**src/rtl/goertzel_tone_magnitude_macros.svh**
```systemverilog
// ---------------------------------------------------------------------------
// goertzel tone magnitude assertion macros
// shared concurrent checks on i_clk with the active-low reset as disable
// ---------------------------------------------------------------------------
`ifndef GOERTZEL_TONE_MAGNITUDE_MACROS_SVH
`define GOERTZEL_TONE_MAGNITUDE_MACROS_SVH

// consequent holds in the same cycle as the antecedent
`define GTM_ASSERT_SAME(lbl, ante, cons, msg) \
    lbl: assert property (@(posedge i_clk) disable iff (!i_rst_n) (ante) |-> (cons)) \
        else $error(msg);

// consequent holds in the cycle after the antecedent
`define GTM_ASSERT_NEXT(lbl, ante, cons, msg) \
    lbl: assert property (@(posedge i_clk) disable iff (!i_rst_n) (ante) |=> (cons)) \
        else $error(msg);

`endif

```
**src/rtl/gtm_pkg.sv**
```systemverilog
// ---------------------------------------------------------------------------
// gtm_pkg
// widths, register indexes, limits and shared types of the tone detector
// ---------------------------------------------------------------------------
package gtm_pkg;

    localparam int SAMPLE_W   = 16;
    localparam int REC_W      = 48;
    localparam int ACC_W      = 52;
    localparam int MUL_A_W    = 32;
    localparam int MUL_B_W    = 19;
    localparam int MUL_P_W    = 51;
    localparam int Q16_SHIFT  = 16;
    localparam int OUT_W      = 18;
    localparam int MAG_W      = 17;
    localparam int CNT_W      = 13;
    localparam int CFG_IDX_W  = 8;
    localparam int CFG_DATA_W = 19;
    localparam int COS_W      = 18;
    localparam int DIV_W      = ACC_W;
    localparam int DIV_CNT_W  = 6;
    localparam int SQ_W       = 36;
    localparam int ROOT_W     = 19;
    localparam int ROOT_K_W   = 5;
    localparam int ROOT_STEPS = 18;

    localparam logic [CNT_W-1:0] MAX_WINDOW    = CNT_W'(4096);
    localparam logic [CNT_W-1:0] WINDOW_RESET  = CNT_W'(256);
    localparam logic signed [COS_W-1:0] SIN_RESET = COS_W'(65536);

    localparam logic [CFG_IDX_W-1:0] REG_TWO_COS = CFG_IDX_W'(0);
    localparam logic [CFG_IDX_W-1:0] REG_COS     = CFG_IDX_W'(1);
    localparam logic [CFG_IDX_W-1:0] REG_SIN     = CFG_IDX_W'(2);
    localparam logic [CFG_IDX_W-1:0] REG_WINDOW  = CFG_IDX_W'(3);

    localparam logic signed [MUL_P_W-1:0] Q16_HALF = MUL_P_W'(32768);

    localparam logic signed [ACC_W-1:0] REC_MAX =
        {{(ACC_W-REC_W+1){1'b0}}, {(REC_W-1){1'b1}}};
    localparam logic signed [ACC_W-1:0] REC_MIN =
        {{(ACC_W-REC_W+1){1'b1}}, {(REC_W-1){1'b0}}};

    localparam logic [DIV_W-1:0] OUT_POS_LIM = {{(DIV_W-OUT_W+1){1'b0}}, {(OUT_W-1){1'b1}}};
    localparam logic [DIV_W-1:0] OUT_NEG_LIM = OUT_POS_LIM + DIV_W'(1);
    localparam logic [ROOT_W-1:0] MAG_LIM    = {{(ROOT_W-MAG_W){1'b0}}, {MAG_W{1'b1}}};

    typedef struct packed {
        logic busy;
        logic done;
    } t_div_stat;

endpackage

```
**src/rtl/gtm_mult.sv**
```systemverilog
// ---------------------------------------------------------------------------
// gtm_mult
// shared signed multiplier with a registered product
// ---------------------------------------------------------------------------
module gtm_mult (
    input  logic                                 i_clk,
    input  logic signed [gtm_pkg::MUL_A_W-1:0]   i_a,
    input  logic signed [gtm_pkg::MUL_B_W-1:0]   i_b,
    output logic signed [gtm_pkg::MUL_P_W-1:0]   o_p
);
    import gtm_pkg::*;

    logic signed [MUL_P_W-1:0] r_p;

    always_ff @(posedge i_clk) begin
        r_p <= MUL_P_W'(i_a) * MUL_P_W'(i_b);
    end

    assign o_p = r_p;

endmodule

```
**src/rtl/gtm_div.sv**
```systemverilog
// ---------------------------------------------------------------------------
// gtm_div
// restoring unsigned divider, one quotient bit per cycle
// ---------------------------------------------------------------------------
module gtm_div (
    input  logic                          i_clk,
    input  logic                          i_rst_n,
    input  logic                          i_start,
    input  logic [gtm_pkg::DIV_W-1:0]     i_dividend,
    input  logic [gtm_pkg::CNT_W-1:0]     i_divisor,
    output gtm_pkg::t_div_stat            o_stat,
    output logic [gtm_pkg::DIV_W-1:0]     o_quotient
);
    import gtm_pkg::*;

    logic [DIV_W-1:0]     r_q;
    logic [CNT_W-1:0]     r_rem;
    logic [CNT_W-1:0]     r_dvs;
    logic [DIV_CNT_W-1:0] r_cnt;
    logic                 r_busy;
    logic                 r_done;

    logic [CNT_W:0] rem2;
    logic [CNT_W:0] diff;
    logic           ge;

    always_comb begin
        rem2 = {r_rem, r_q[DIV_W-1]};
        diff = rem2 - {1'b0, r_dvs};
        ge   = (rem2 >= {1'b0, r_dvs});
    end

    always_ff @(posedge i_clk) begin
        if (!i_rst_n) begin
            r_busy <= 1'b0;
            r_done <= 1'b0;
            r_cnt  <= '0;
        end else begin
            r_done <= 1'b0;
            if (i_start) begin
                r_q    <= i_dividend;
                r_rem  <= '0;
                r_dvs  <= i_divisor;
                r_cnt  <= DIV_CNT_W'(DIV_W);
                r_busy <= 1'b1;
            end else if (r_busy) begin
                r_q   <= {r_q[DIV_W-2:0], ge};
                r_rem <= ge ? diff[CNT_W-1:0] : rem2[CNT_W-1:0];
                r_cnt <= r_cnt - DIV_CNT_W'(1);
                if (r_cnt == DIV_CNT_W'(1)) begin
                    r_busy <= 1'b0;
                    r_done <= 1'b1;
                end
            end
        end
    end

    assign o_stat.busy = r_busy;
    assign o_stat.done = r_done;
    assign o_quotient  = r_q;

endmodule

```
**src/rtl/goertzel_tone_magnitude.sv**
```systemverilog
// ---------------------------------------------------------------------------
// goertzel_tone_magnitude
// single-tone goertzel detector over windows of N samples, giving I, Q and
// the rounded magnitude once per window
//
//   channel   direction  handshake                    payload
//   cfg       in         i_cfg_valid / o_cfg_ready    i_cfg_index, i_cfg_data
//   sample    in         i_in_valid / o_in_ready      i_sample
//   result    out        o_out_valid / i_out_ready    o_in_phase, o_quadrature,
//                                                     o_magnitude
//
// a sample goes through the request, the high and low halves through the
// shared multiplier, then add and saturate
// the last sample of a window adds two 52-step divisions by N in the
// bit-serial divider and an 18-step square root
// reset is synchronous, clears the recursion, the count and the output valid flag and presets the config registers
// a finished result waits in the output register; a new window end stalls
// only while that register is still full
// ---------------------------------------------------------------------------
`include "goertzel_tone_magnitude_macros.svh"

module goertzel_tone_magnitude (
    input  logic                                  i_clk,
    input  logic                                  i_rst_n,
    input  logic                                  i_cfg_valid,
    output logic                                  o_cfg_ready,
    input  logic [gtm_pkg::CFG_IDX_W-1:0]         i_cfg_index,
    input  logic [gtm_pkg::CFG_DATA_W-1:0]        i_cfg_data,
    input  logic                                  i_in_valid,
    output logic                                  o_in_ready,
    input  logic signed [gtm_pkg::SAMPLE_W-1:0]   i_sample,
    output logic                                  o_out_valid,
    input  logic                                  i_out_ready,
    output logic signed [gtm_pkg::OUT_W-1:0]      o_in_phase,
    output logic signed [gtm_pkg::OUT_W-1:0]      o_quadrature,
    output logic [gtm_pkg::MAG_W-1:0]             o_magnitude
);
    import gtm_pkg::*;

    typedef enum logic [4:0] {
        ST_IDLE, ST_RHI, ST_RLO, ST_RUPD,
        ST_IHI, ST_ILO, ST_IUPD, ST_QHI, ST_QLO, ST_QUPD,
        ST_DIVI, ST_DIVI_W, ST_DIVQ, ST_DIVQ_W,
        ST_SQI, ST_SQQ, ST_SQSUM, ST_ROOT, ST_FIN
    } t_state;

    t_state r_state;

    logic signed [MUL_B_W-1:0]  r_two_cos;
    logic signed [COS_W-1:0]    r_cos;
    logic signed [COS_W-1:0]    r_sin;
    logic [CNT_W-1:0]           r_window;

    logic signed [REC_W-1:0]    r_u1;
    logic signed [REC_W-1:0]    r_u2;
    logic [CNT_W-1:0]           r_count;
    logic signed [SAMPLE_W-1:0] r_x;
    logic signed [MUL_P_W-1:0]  r_acc;
    logic signed [ACC_W-1:0]    r_ti;
    logic signed [ACC_W-1:0]    r_tq;
    logic signed [OUT_W-1:0]    r_ii;
    logic signed [OUT_W-1:0]    r_qq;
    logic [SQ_W-1:0]            r_rs;
    logic [SQ_W-1:0]            r_rr;
    logic [ROOT_K_W-1:0]        r_k;

    logic                       r_out_valid;
    logic signed [OUT_W-1:0]    r_in_phase;
    logic signed [OUT_W-1:0]    r_quad;
    logic [MAG_W-1:0]           r_mag;

    // datapath nets
    logic signed [REC_W-1:0]    mul_src;
    logic signed [MUL_B_W-1:0]  mul_coef;
    logic signed [MUL_A_W-1:0]  mul_a;
    logic signed [MUL_B_W-1:0]  mul_b;
    logic signed [MUL_P_W-1:0]  mul_p;
    logic signed [MUL_P_W-1:0]  rnd_sum;
    logic signed [MUL_P_W-1:0]  mq;
    logic signed [ACC_W-1:0]    mq_w;
    logic signed [ACC_W-1:0]    u_sum;
    logic signed [REC_W-1:0]    u_sat;
    logic [CNT_W-1:0]           eff_n;
    logic [CNT_W-1:0]           n_count;
    logic                       win_end;
    logic                       div_start;
    logic [DIV_W-1:0]           div_dividend;
    logic [DIV_W-1:0]           div_quot;
    t_div_stat                  div_stat;
    logic signed [ACC_W-1:0]    div_src;
    logic [SQ_W-1:0]            root_bit;
    logic [SQ_W-1:0]            root_sum;
    logic                       root_ge;
    logic [ROOT_W-1:0]          root_fin;
    logic                       out_load;

    function automatic logic signed [OUT_W-1:0] sat_out(
        input logic [DIV_W-1:0] q,
        input logic             neg
    );
        logic signed [OUT_W-1:0] res;
        if (neg) begin
            res = (q > OUT_NEG_LIM) ? {1'b1, {(OUT_W-1){1'b0}}}
                                    : OUT_W'(0) - q[OUT_W-1:0];
        end else begin
            res = (q > OUT_POS_LIM) ? {1'b0, {(OUT_W-1){1'b1}}} : q[OUT_W-1:0];
        end
        return res;
    endfunction

    // operand selection for the shared multiplier
    always_comb begin
        mul_src  = r_u2;
        mul_coef = MUL_B_W'(r_cos);
        case (r_state)
            ST_RHI, ST_RLO: begin
                mul_src  = r_u1;
                mul_coef = r_two_cos;
            end
            ST_QHI, ST_QLO: begin
                mul_coef = MUL_B_W'(r_sin);
            end
            default: begin
            end
        endcase
        mul_a = mul_src[REC_W-1:REC_W-MUL_A_W];
        mul_b = mul_coef;
        case (r_state)
            ST_RLO, ST_ILO, ST_QLO: begin
                mul_a = {{(MUL_A_W-Q16_SHIFT){1'b0}}, mul_src[Q16_SHIFT-1:0]};
            end
            ST_SQI: begin
                mul_a = MUL_A_W'(r_ii);
                mul_b = MUL_B_W'(r_ii);
            end
            ST_SQQ: begin
                mul_a = MUL_A_W'(r_qq);
                mul_b = MUL_B_W'(r_qq);
            end
            default: begin
            end
        endcase
    end

    gtm_mult u_mult (
        .i_clk (i_clk),
        .i_a   (mul_a),
        .i_b   (mul_b),
        .o_p   (mul_p)
    );

    // q16 product: high partial in r_acc, low partial rounded on mul_p
    always_comb begin
        rnd_sum = mul_p + Q16_HALF;
        mq      = r_acc + (rnd_sum >>> Q16_SHIFT);
        mq_w    = ACC_W'(mq);
        u_sum   = mq_w - ACC_W'(r_u2) + ACC_W'(r_x);
        if (u_sum > REC_MAX) begin
            u_sat = REC_MAX[REC_W-1:0];
        end else if (u_sum < REC_MIN) begin
            u_sat = REC_MIN[REC_W-1:0];
        end else begin
            u_sat = u_sum[REC_W-1:0];
        end
    end

    always_comb begin
        if (r_window == '0) begin
            eff_n = CNT_W'(1);
        end else if (r_window > MAX_WINDOW) begin
            eff_n = MAX_WINDOW;
        end else begin
            eff_n = r_window;
        end
        n_count = r_count + CNT_W'(1);
        win_end = (n_count >= eff_n);
    end

    // rounded division by N of the absolute I and Q terms
    always_comb begin
        div_start = (r_state == ST_DIVI) || (r_state == ST_DIVQ);
        div_src   = (r_state == ST_DIVQ) ? r_tq : r_ti;
        div_dividend = (div_src[ACC_W-1] ? DIV_W'(-div_src) : DIV_W'(div_src))
                     + DIV_W'(eff_n >> 1);
    end

    gtm_div u_div (
        .i_clk      (i_clk),
        .i_rst_n    (i_rst_n),
        .i_start    (div_start),
        .i_dividend (div_dividend),
        .i_divisor  (eff_n),
        .o_stat     (div_stat),
        .o_quotient (div_quot)
    );

    // square root, one result bit per step from two radicand bits
    always_comb begin
        root_bit = SQ_W'(1) << {r_k, 1'b0};
        root_sum = r_rr + root_bit;
        root_ge  = (r_rs >= root_sum);
        root_fin = r_rr[ROOT_W-1:0] + ROOT_W'(r_rs > r_rr);
        out_load = (r_state == ST_FIN) && (!r_out_valid || i_out_ready);
    end

    always_ff @(posedge i_clk) begin
        if (!i_rst_n) begin
            r_state     <= ST_IDLE;
            r_two_cos   <= '0;
            r_cos       <= '0;
            r_sin       <= SIN_RESET;
            r_window    <= WINDOW_RESET;
            r_u1        <= '0;
            r_u2        <= '0;
            r_count     <= '0;
            r_out_valid <= 1'b0;
        end else begin
            if (i_cfg_valid) begin
                case (i_cfg_index)
                    REG_TWO_COS: r_two_cos <= i_cfg_data[MUL_B_W-1:0];
                    REG_COS:     r_cos     <= i_cfg_data[COS_W-1:0];
                    REG_SIN:     r_sin     <= i_cfg_data[COS_W-1:0];
                    REG_WINDOW:  r_window  <= i_cfg_data[CNT_W-1:0];
                    default: begin
                    end
                endcase
            end

            if (r_out_valid && i_out_ready) begin
                r_out_valid <= 1'b0;
            end

            case (r_state)
                ST_IDLE: begin
                    if (i_in_valid) begin
                        r_x     <= i_sample;
                        r_state <= ST_RHI;
                    end
                end
                ST_RHI: r_state <= ST_RLO;
                ST_RLO: begin
                    r_acc   <= mul_p;
                    r_state <= ST_RUPD;
                end
                ST_RUPD: begin
                    r_u2    <= r_u1;
                    r_u1    <= u_sat;
                    r_count <= n_count;
                    r_state <= win_end ? ST_IHI : ST_IDLE;
                end
                ST_IHI: r_state <= ST_ILO;
                ST_ILO: begin
                    r_acc   <= mul_p;
                    r_state <= ST_IUPD;
                end
                ST_IUPD: begin
                    r_ti    <= (ACC_W'(r_u1) - mq_w) <<< 1;
                    r_state <= ST_QHI;
                end
                ST_QHI: r_state <= ST_QLO;
                ST_QLO: begin
                    r_acc   <= mul_p;
                    r_state <= ST_QUPD;
                end
                ST_QUPD: begin
                    r_tq    <= mq_w <<< 1;
                    r_state <= ST_DIVI;
                end
                ST_DIVI: r_state <= ST_DIVI_W;
                ST_DIVI_W: begin
                    if (div_stat.done) begin
                        r_ii    <= sat_out(div_quot, r_ti[ACC_W-1]);
                        r_state <= ST_DIVQ;
                    end
                end
                ST_DIVQ: r_state <= ST_DIVQ_W;
                ST_DIVQ_W: begin
                    if (div_stat.done) begin
                        r_qq    <= sat_out(div_quot, r_tq[ACC_W-1]);
                        r_state <= ST_SQI;
                    end
                end
                ST_SQI: r_state <= ST_SQQ;
                ST_SQQ: begin
                    r_acc   <= mul_p;
                    r_state <= ST_SQSUM;
                end
                ST_SQSUM: begin
                    r_rs    <= r_acc[SQ_W-1:0] + mul_p[SQ_W-1:0];
                    r_rr    <= '0;
                    r_k     <= ROOT_K_W'(ROOT_STEPS - 1);
                    r_state <= ST_ROOT;
                end
                ST_ROOT: begin
                    if (root_ge) begin
                        r_rs <= r_rs - root_sum;
                        r_rr <= (r_rr >> 1) + root_bit;
                    end else begin
                        r_rr <= r_rr >> 1;
                    end
                    r_k <= r_k - ROOT_K_W'(1);
                    if (r_k == '0) begin
                        r_state <= ST_FIN;
                    end
                end
                ST_FIN: begin
                    if (out_load) begin
                        r_in_phase  <= r_ii;
                        r_quad      <= r_qq;
                        r_mag       <= (root_fin > MAG_LIM) ? MAG_LIM[MAG_W-1:0]
                                                            : root_fin[MAG_W-1:0];
                        r_out_valid <= 1'b1;
                        r_u1        <= '0;
                        r_u2        <= '0;
                        r_count     <= '0;
                        r_state     <= ST_IDLE;
                    end
                end
                default: r_state <= ST_IDLE;
            endcase
        end
    end

    assign o_cfg_ready  = 1'b1;
    assign o_in_ready   = (r_state == ST_IDLE);
    assign o_out_valid  = r_out_valid;
    assign o_in_phase   = r_in_phase;
    assign o_quadrature = r_quad;
    assign o_magnitude  = r_mag;

    `GTM_ASSERT_SAME(a_count_bound, 1'b1, r_count <= MAX_WINDOW, "sample count beyond window limit")
    `GTM_ASSERT_SAME(a_div_start_idle, div_start, !div_stat.busy, "divider restarted while busy")
    `GTM_ASSERT_NEXT(a_window_cleared, out_load, (r_count == '0) && (r_u1 == '0) && (r_u2 == '0) && o_out_valid, "window not cleared after result")

endmodule
```
**config.mk**
```make
export PLATFORM = sky130hd
export DESIGN_NAME = goertzel_tone_magnitude
export DESIGN_NICKNAME = d
export VERILOG_FILES = /design/src/rtl/gtm_pkg.sv /design/src/rtl/gtm_mult.sv /design/src/rtl/gtm_div.sv /design/src/rtl/goertzel_tone_magnitude.sv
export VERILOG_INCLUDE_DIRS = /design/src /design/src/rtl
export SDC_FILE = /design/constraint.sdc
export NUM_CORES = 2
export LEC_CHECK = 0
export BUFFER_PORTS_ARGS = -buffer_cell sky130_fd_sc_hd__buf_4
export CAP_MARGIN = 5
export CORE_UTILIZATION = 45
export CTS_CLUSTER_SIZE = 28
export DETAILED_ROUTE_END_ITERATION = 7
export PLACE_DENSITY = 0.72
export SLEW_MARGIN = 40
export SYNTH_ARGS = -nofsm -noshare
export SYNTH_HDL_FRONTEND = slang
export SYNTH_SLANG_ARGS = --single-unit
export TNS_END_PERCENT = 5
```
**constraint.sdc**
```tcl
create_clock -name i_clk -period 13.3 [get_ports i_clk]
set_input_delay 1.33 -clock i_clk [delete_from_list [all_inputs] [get_ports i_clk]]
set_output_delay 1.33 -clock i_clk [all_outputs]
set_load 0.05 [all_outputs]
```
-- Word level (Yosys, flattened, before mapping)
Cells that the tools add are included.
- bits in registers: 655
- input bits: 48
- output and inout port bits: 56
- logic and storage cells: 167
- add/sub/neg operators: 17
- $mul: 1
- magnitude comparators: 10
- eq/ne operators: 28
- shift-type cells: 1
- multiplexer cells: 44
- bitwise logic cells: 2
- reductions and logical operators: 35
- operators by type and width (operator ; count):
    2-to-1 mux 52 bit ; 4
    2-to-1 mux 48 bit ; 4
    one-hot mux 48 bit (2 select lines) ; 2
    one-hot mux 36 bit (2 select lines) ; 2
    one-hot mux 32 bit (3 select lines) ; 1
    one-hot mux 5 bit (19 select lines) ; 1
    one-hot mux 19 bit (2 select lines) ; 2
    adder 36 bit ; 2
    2-to-1 mux 18 bit ; 4
    2-to-1 mux 36 bit ; 2
    2-to-1 mux 13 bit ; 5
    adder 52 x 12 -> 52 bit ; 1
    adder 52 x 16 -> 52 bit ; 1
    > comparator 52 x 17 -> 1 bit (second input constant) ; 1
    > comparator 52 x 18 -> 1 bit (second input constant) ; 1
    > comparator 52 x 48 -> 1 bit (second input constant) ; 1
    < comparator 52 x 48 -> 1 bit (second input constant) ; 1
    negator 52 bit ; 1
    subtractor 51 x 48 -> 52 bit ; 1
    adder 51 x 17 -> 51 bit (second input constant) ; 1
    adder 51 x 35 -> 51 bit ; 1
    multiplier 32 x 19 -> 51 bit ; 1
    subtractor 48 x 51 -> 51 bit ; 1
    equality test 5 x 4 -> 1 bit (second input constant) ; 8
    44 further kinds ; 89

-- Depth between registers and ports, before layout
- word-level depth: 8
- mapped depth: 41

-- Cells and area by module
From an unflattened synthesis, not the netlist that was laid out.
- cells, all modules: 7439
- area total of the unflattened synthesis: 67827.6 um^2
- modules (own cells, without submodules) (module ; times used ; cells an instance ; area each (um^2) ; seq. area each (um^2)):
    goertzel_tone_magnitude ; 1 ; 4823 ; 41898.9 ; 13723.2
    gtm_mult ; 1 ; 2322 ; 21789.6 ; 1021.0
    gtm_div ; 1 ; 294 ; 4139.0 ; 2502.4

-- Worst setup path after synthesis
No wires, ideal clock.
- kind: reg2reg
- start point: reg r_state[2]
- end point: reg u_mult.r_p[49], in the netlist u_mult.o_p[49]
- library setup time: 0.072 ns
- arrival time: 9.398 ns
- data required time: 13.228 ns
- slack: 3.830 ns
- stages on the path, launching flop included: 38
- path buffers: 6
- period minus slack after synthesis: 9.470 ns
- cells stage by stage: dfxtp_1 -> buf_4 -> or3_1 -> clkbuf_1 -> a21oi_1 -> clkbuf_1 -> clkbuf_1 -> clkbuf_1 -> nand2_1 -> o211ai_1 -> o21a_1 -> clkbuf_1 -> nand2_1 -> fa_1 -> fa_1 -> inv_1 -> fa_1 -> inv_1 -> [2 not listed] -> fa_1 -> fa_1 -> inv_1 -> fa_1 -> inv_1 -> ha_1 -> a21o_1 -> a21oi_1 -> o21bai_1 -> a311oi_1 -> o21ai_0 -> nor3_1 -> nor3b_1 -> a221o_1 -> a31o_2 -> a221o_1 -> a21oi_1 -> xnor2_1
- word-level cells in the longest chain between the ends: 5
- elaborated cells on any way between the ends: 15
- those cells by class: mul: 1; eq/ne: 7; mux: 4; reduce/logical: 3
- ends and longest elaborated chain (what ; RTL line ; RTL):
    from (decl) ; goertzel_tone_magnitude.sv:47 ; t_state r_state;
    from (signal assigned) ; goertzel_tone_magnitude.sv:249 ; r_state <= win_end ? ST_IHI : ST_IDLE;
    equality test 5 x 4 -> 1 bit (tied with other cells) ; goertzel_tone_magnitude.sv:115, goertzel_tone_magnitude.sv:128 ;
    OR reduction 2 bit ; goertzel_tone_magnitude.sv:115 ; case (r_state)
    one-hot mux 19 bit (2 select lines) / 2-to-1 mux 48 bit (equally long branches) ; goertzel_tone_magnitude.sv:115 ;
    one-hot mux 19 bit (2 select lines) / one-hot mux 32 bit (3 select lines) (equally long branches) ; goertzel_tone_magnitude.sv:128 ; case (r_state)
    multiplier 32 x 19 -> 51 bit * ; gtm_mult.sv:16 ; r_p <= MUL_P_W'(i_a) * MUL_P_W'(i_b);
    to (signal assigned) ; gtm_mult.sv:16 ;
    to (decl) ; gtm_mult.sv:13 ; logic signed [MUL_P_W-1:0] r_p;
Every way passes the cells marked *; elsewhere a longest branch is shown, timed or not.
A chain may end at the register's enable or synchronous reset.

-- Final worst setup path
- start point: reg r_state[1]
- end point: reg u_mult.r_p[49], in the netlist u_mult.o_p[49]
Same word-level chain as after synthesis.

==> results_dict.tcl <==
set metrics [dict create \
    status "completed" \
    num_rows 141 \
    synthFlopType "edfxtp_1" \
    clock_skew_ns 0.0583 \
    first_iter_violations 5602 \
    critPathRequiredTime_ns 13.86 \
    path_clk_slew_ns 0.06 \
    cts_resized 0 \
    routed_wl_mm 208 \
    yosysUniqueCellTypes 97 \
    path_max_fanout 36 \
    synthMuxAreaShare_pct 1.66 \
    synth_fa_ha_area_share_pct 28.5 \
    hp-class "flop to flop" \
    max_freq_ghz 0.0907 \
    rsz0062_at_grt "no" \
    ant_nets 0 \
    mostFrequentLayoutCell "nand2_1" \
    layoutNonFillerInstCount 9437 \
    maxSlewViolCount 0 \
    drv_cap 0 \
    syn_inst 7461 \
    path_buf_inv 7 \
    swShare_pct 28.6 \
    critPathArrivalTime_ns 11.59 \
    cts_tree "built" \
    io_buffers 102 \
    dpl_cell_area_sq_um 70100 \
    power_leakage_nw 30.1 \
    hold_ws_ns 0.450 \
    syn-num-nets 8644 \
    slowest_stage "and2_2" \
    syn_area_sq_um 66900 \
    via_count 55500 \
    yosys_register_bits 655 \
    power_mw 5.42 \
    syn2layout_area_growth_pct 9.24 \
    vias_per_cell 5.88 \
    synthXorXnorAreaFrac_pct 6.40 \
    h-tree-depth 3 \
    slowest_delay_ns 0.75 \
    worstSkewPairLatency_ns 0.68 \
    fin_tns_setup_ns 0 \
    syn_area_per_cell_sq_um 8.97 \
    crit_top_cell "fa_1" \
    route.detailed.drc 0 \
    fin_nets 8619 \
    synth_edf_count 413 \
    post_cts_buffers 0 \
    yosysSeqAreaShare_pct 25.8 \
    synth-compound-area-share_pct 15.2 \
    startpoint_type "flop" \
    grt_max_degree 94 \
    core_area_sq_um 148000 \
    cts.sinks 655 \
    path_class "flop to flop" \
    period_needed_ns 11.03 \
    p_comb_share_pct 15.0 \
    vdd_ir_drop_max_mv 0.0842 \
    critPathTopFamily "adder cells" \
    cts-root-buf "clkbuf_16" \
    mostFrequentLayoutCells "nand2_1 (951), inv_1 (833), fa_1 (646)" \
    grt_usage_pct 27.4 \
    setup_violations 0 \
    dp.cells 9281 \
    dieHeight_um 388 \
    finalHoldViolCount 0 \
    firstDrtPassIters 8 \
    globalplace.congestion 1.01 \
    async_reset_ff_share_pct 0 \
    cts_hold_buf 0 \
    maxSlewHeadroom_pct 34.9 \
    switchingPower_mw 1.55 \
    finalCritPeriodShare_pct 82.9 \
    synth-simple-area-share_pct 16.0 \
    intPower_mw 3.87 \
    power_density_nw_per_um2 74.2 \
    p_clk_share_pct 44.3 \
    synth_top_family_by_area "adder cells" \
    antenna_found_initial 7 \
    seqPwrFrac_pct 40.6 \
    ios 104 \
    ys_warn_count 0 \
    overflow 0 \
    drive_above_1_share_pct 6.58 \
    die_w_um 388 \
    final_area_sq_um 73100 \
    worst_setup_path_end_kind "flop" \
    grt_pass1_wl_mm 320 \
    grt_pass1_vias 54000 \
    die-area_sq_um 150000 \
    cts_made_buffers 80 \
    clk_path_buf_depth 3 \
    hpwl_mm 166 \
    avgRoutedWirePerCell_um 22.1 \
    worst_slew_pin_slew_ns 0.970 \
    initial_core_util_pct 45.3 \
]
-- power by group through the flow --
stage / clock network (mW) / logic (mW) / registers, mW
2_1_floorplan: 0 / 0.522 / 2.23
3_5_place_dp: 0 / 0.786 / 2.24
3_3_place_gp: 0 / 0.777 / 2.24
6_report: 2.41 / 0.816 / 2.20
5_1_grt: 2.51 / 0.865 / 2.20
4_1_cts: 2.43 / 0.790 / 2.20
-- synth_stat cells, types with 19 or more instances --
library cell / instances / area share (%)
nand2_1: 951 / 5.3
inv_1: 834 / 4.7
fa_1: 647 / 19
nor2_1: 584 / 3.3
a21oi_1: 526 / 3.9
ha_1: 488 / 9.1
edfxtp_1: 413 / 19
xnor2_1: 321 / 4.2
o21ai_0: 293 / 2.2
clkbuf_1: 271 / 1.5
dfxtp_1: 242 / 7.2
a21o_1: 182 / 2.0
xor2_1: 168 / 2.2
nand3_1: 145 / 1.1
nor3_1: 102 / 0.76
mux2i_1: 99 / 1.5
nor2b_1: 85 / 0.79
nand2b_1: 74 / 0.69
a31oi_1: 73 / 0.68
and2_1: 72 / 0.67
a211oi_1: 70 / 0.79
nand4_1: 67 / 0.63
and3_1: 59 / 0.55
o21bai_1: 53 / 0.59
o21a_1: 51 / 0.57
or3_1: 45 / 0.42
nor4_1: 39 / 0.36
a221o_1: 31 / 0.46
a22oi_1: 27 / 0.30
o211ai_1: 27 / 0.30
o22ai_1: 25 / 0.23
a22o_1: 23 / 0.30
o31ai_1: 23 / 0.26
buf_1: 20 / 0.11
a211o_1: 19 / 0.25
o21ai_1: 19 / 0.14
-- state kept, by name, indices dropped and copies added, names as in the netlist, 6 cells and up --
| register | count |
|---|---|
| r_u2 | 48 |
| r_two_cos | 19 |
| r_window | 13 |
| r_acc | 51 |
| u_div.r_rem | 13 |
| o_quadrature | 18 |
| o_in_phase | 18 |
| u_div.r_cnt | 6 |
| u_mult.o_p | 51 |
| r_cos | 18 |
| r_u1 | 48 |
| r_ii | 18 |
| r_rs | 36 |
| u_div.r_dvs | 13 |
| r_x | 16 |
| r_qq | 18 |
| u_div.o_quotient | 52 |
| o_magnitude | 17 |
| r_sin | 18 |
| r_tq | 51 |
| r_rr | 36 |
| r_ti | 51 |
| r_count | 13 |
-- per-layer routing --
layer | share of wire (%) | up-vias | track usage [%]
met2 | 43 | 2523 | 41.0
met4 | 4.1 | 8 | 10.9
met1 | 43 | 27200 | 38.4
met5 | 0.025 | - | 0
met3 | 11 | 418 | 6.15
li1 | - | 25400 | -
-- stage by stage --
stage,worst slack (ns),utilization [%]
after floorplan,3.83,-
after global placement,2.53,47.3
after detailed placement,2.53,47.4
after CTS,2.47,49.4
after global routing,1.75,49.5
final,2.27,49.5
-- layout make-up --
type | instances | area (sq um)
diodes | 3 | 7.51
clock buffers | 96 | 2120
clock inverters | 54 | 769
fillers | 13600 | 74600
inverters | 834 | 3130
multi-input cells | 5663 | 45800
flip-flops and latches | 655 | 17200
well taps | 1930 | 2410
repair buffers | 202 | 1560
-- cell families (layout without fill, tap and decap cells) --
family,Yosys count,count (layout)
fa+ha+maj,1135,1135
buf+inv,1143,1186
mux,109,109
simple gates,2338,2338
flops,655,655
other cells,1,4
compound gates,1591,1591
xor+xnor,489,489
-- final timing paths --
kind / slack [ns] / endpoint / from / depth (start not counted)
worst max-delay path: 2.27 / u_mult.o_p[49]$_DFF_P_ / r_state[1]$_SDFFE_PN0P_ / 33
worst min-delay path: 0.45 / o_quadrature[4]$_DFFE_PP_ / r_qq[4]$_DFFE_PP_ / 0
worst max register to register: 2.27 / u_mult.o_p[49]$_DFF_P_ / r_state[1]$_SDFFE_PN0P_ / 33
worst min register to register: 0.45 / o_quadrature[4]$_DFFE_PP_ / r_qq[4]$_DFFE_PP_ / 0
Note: power is estimated with default switching activity, not from simulation.
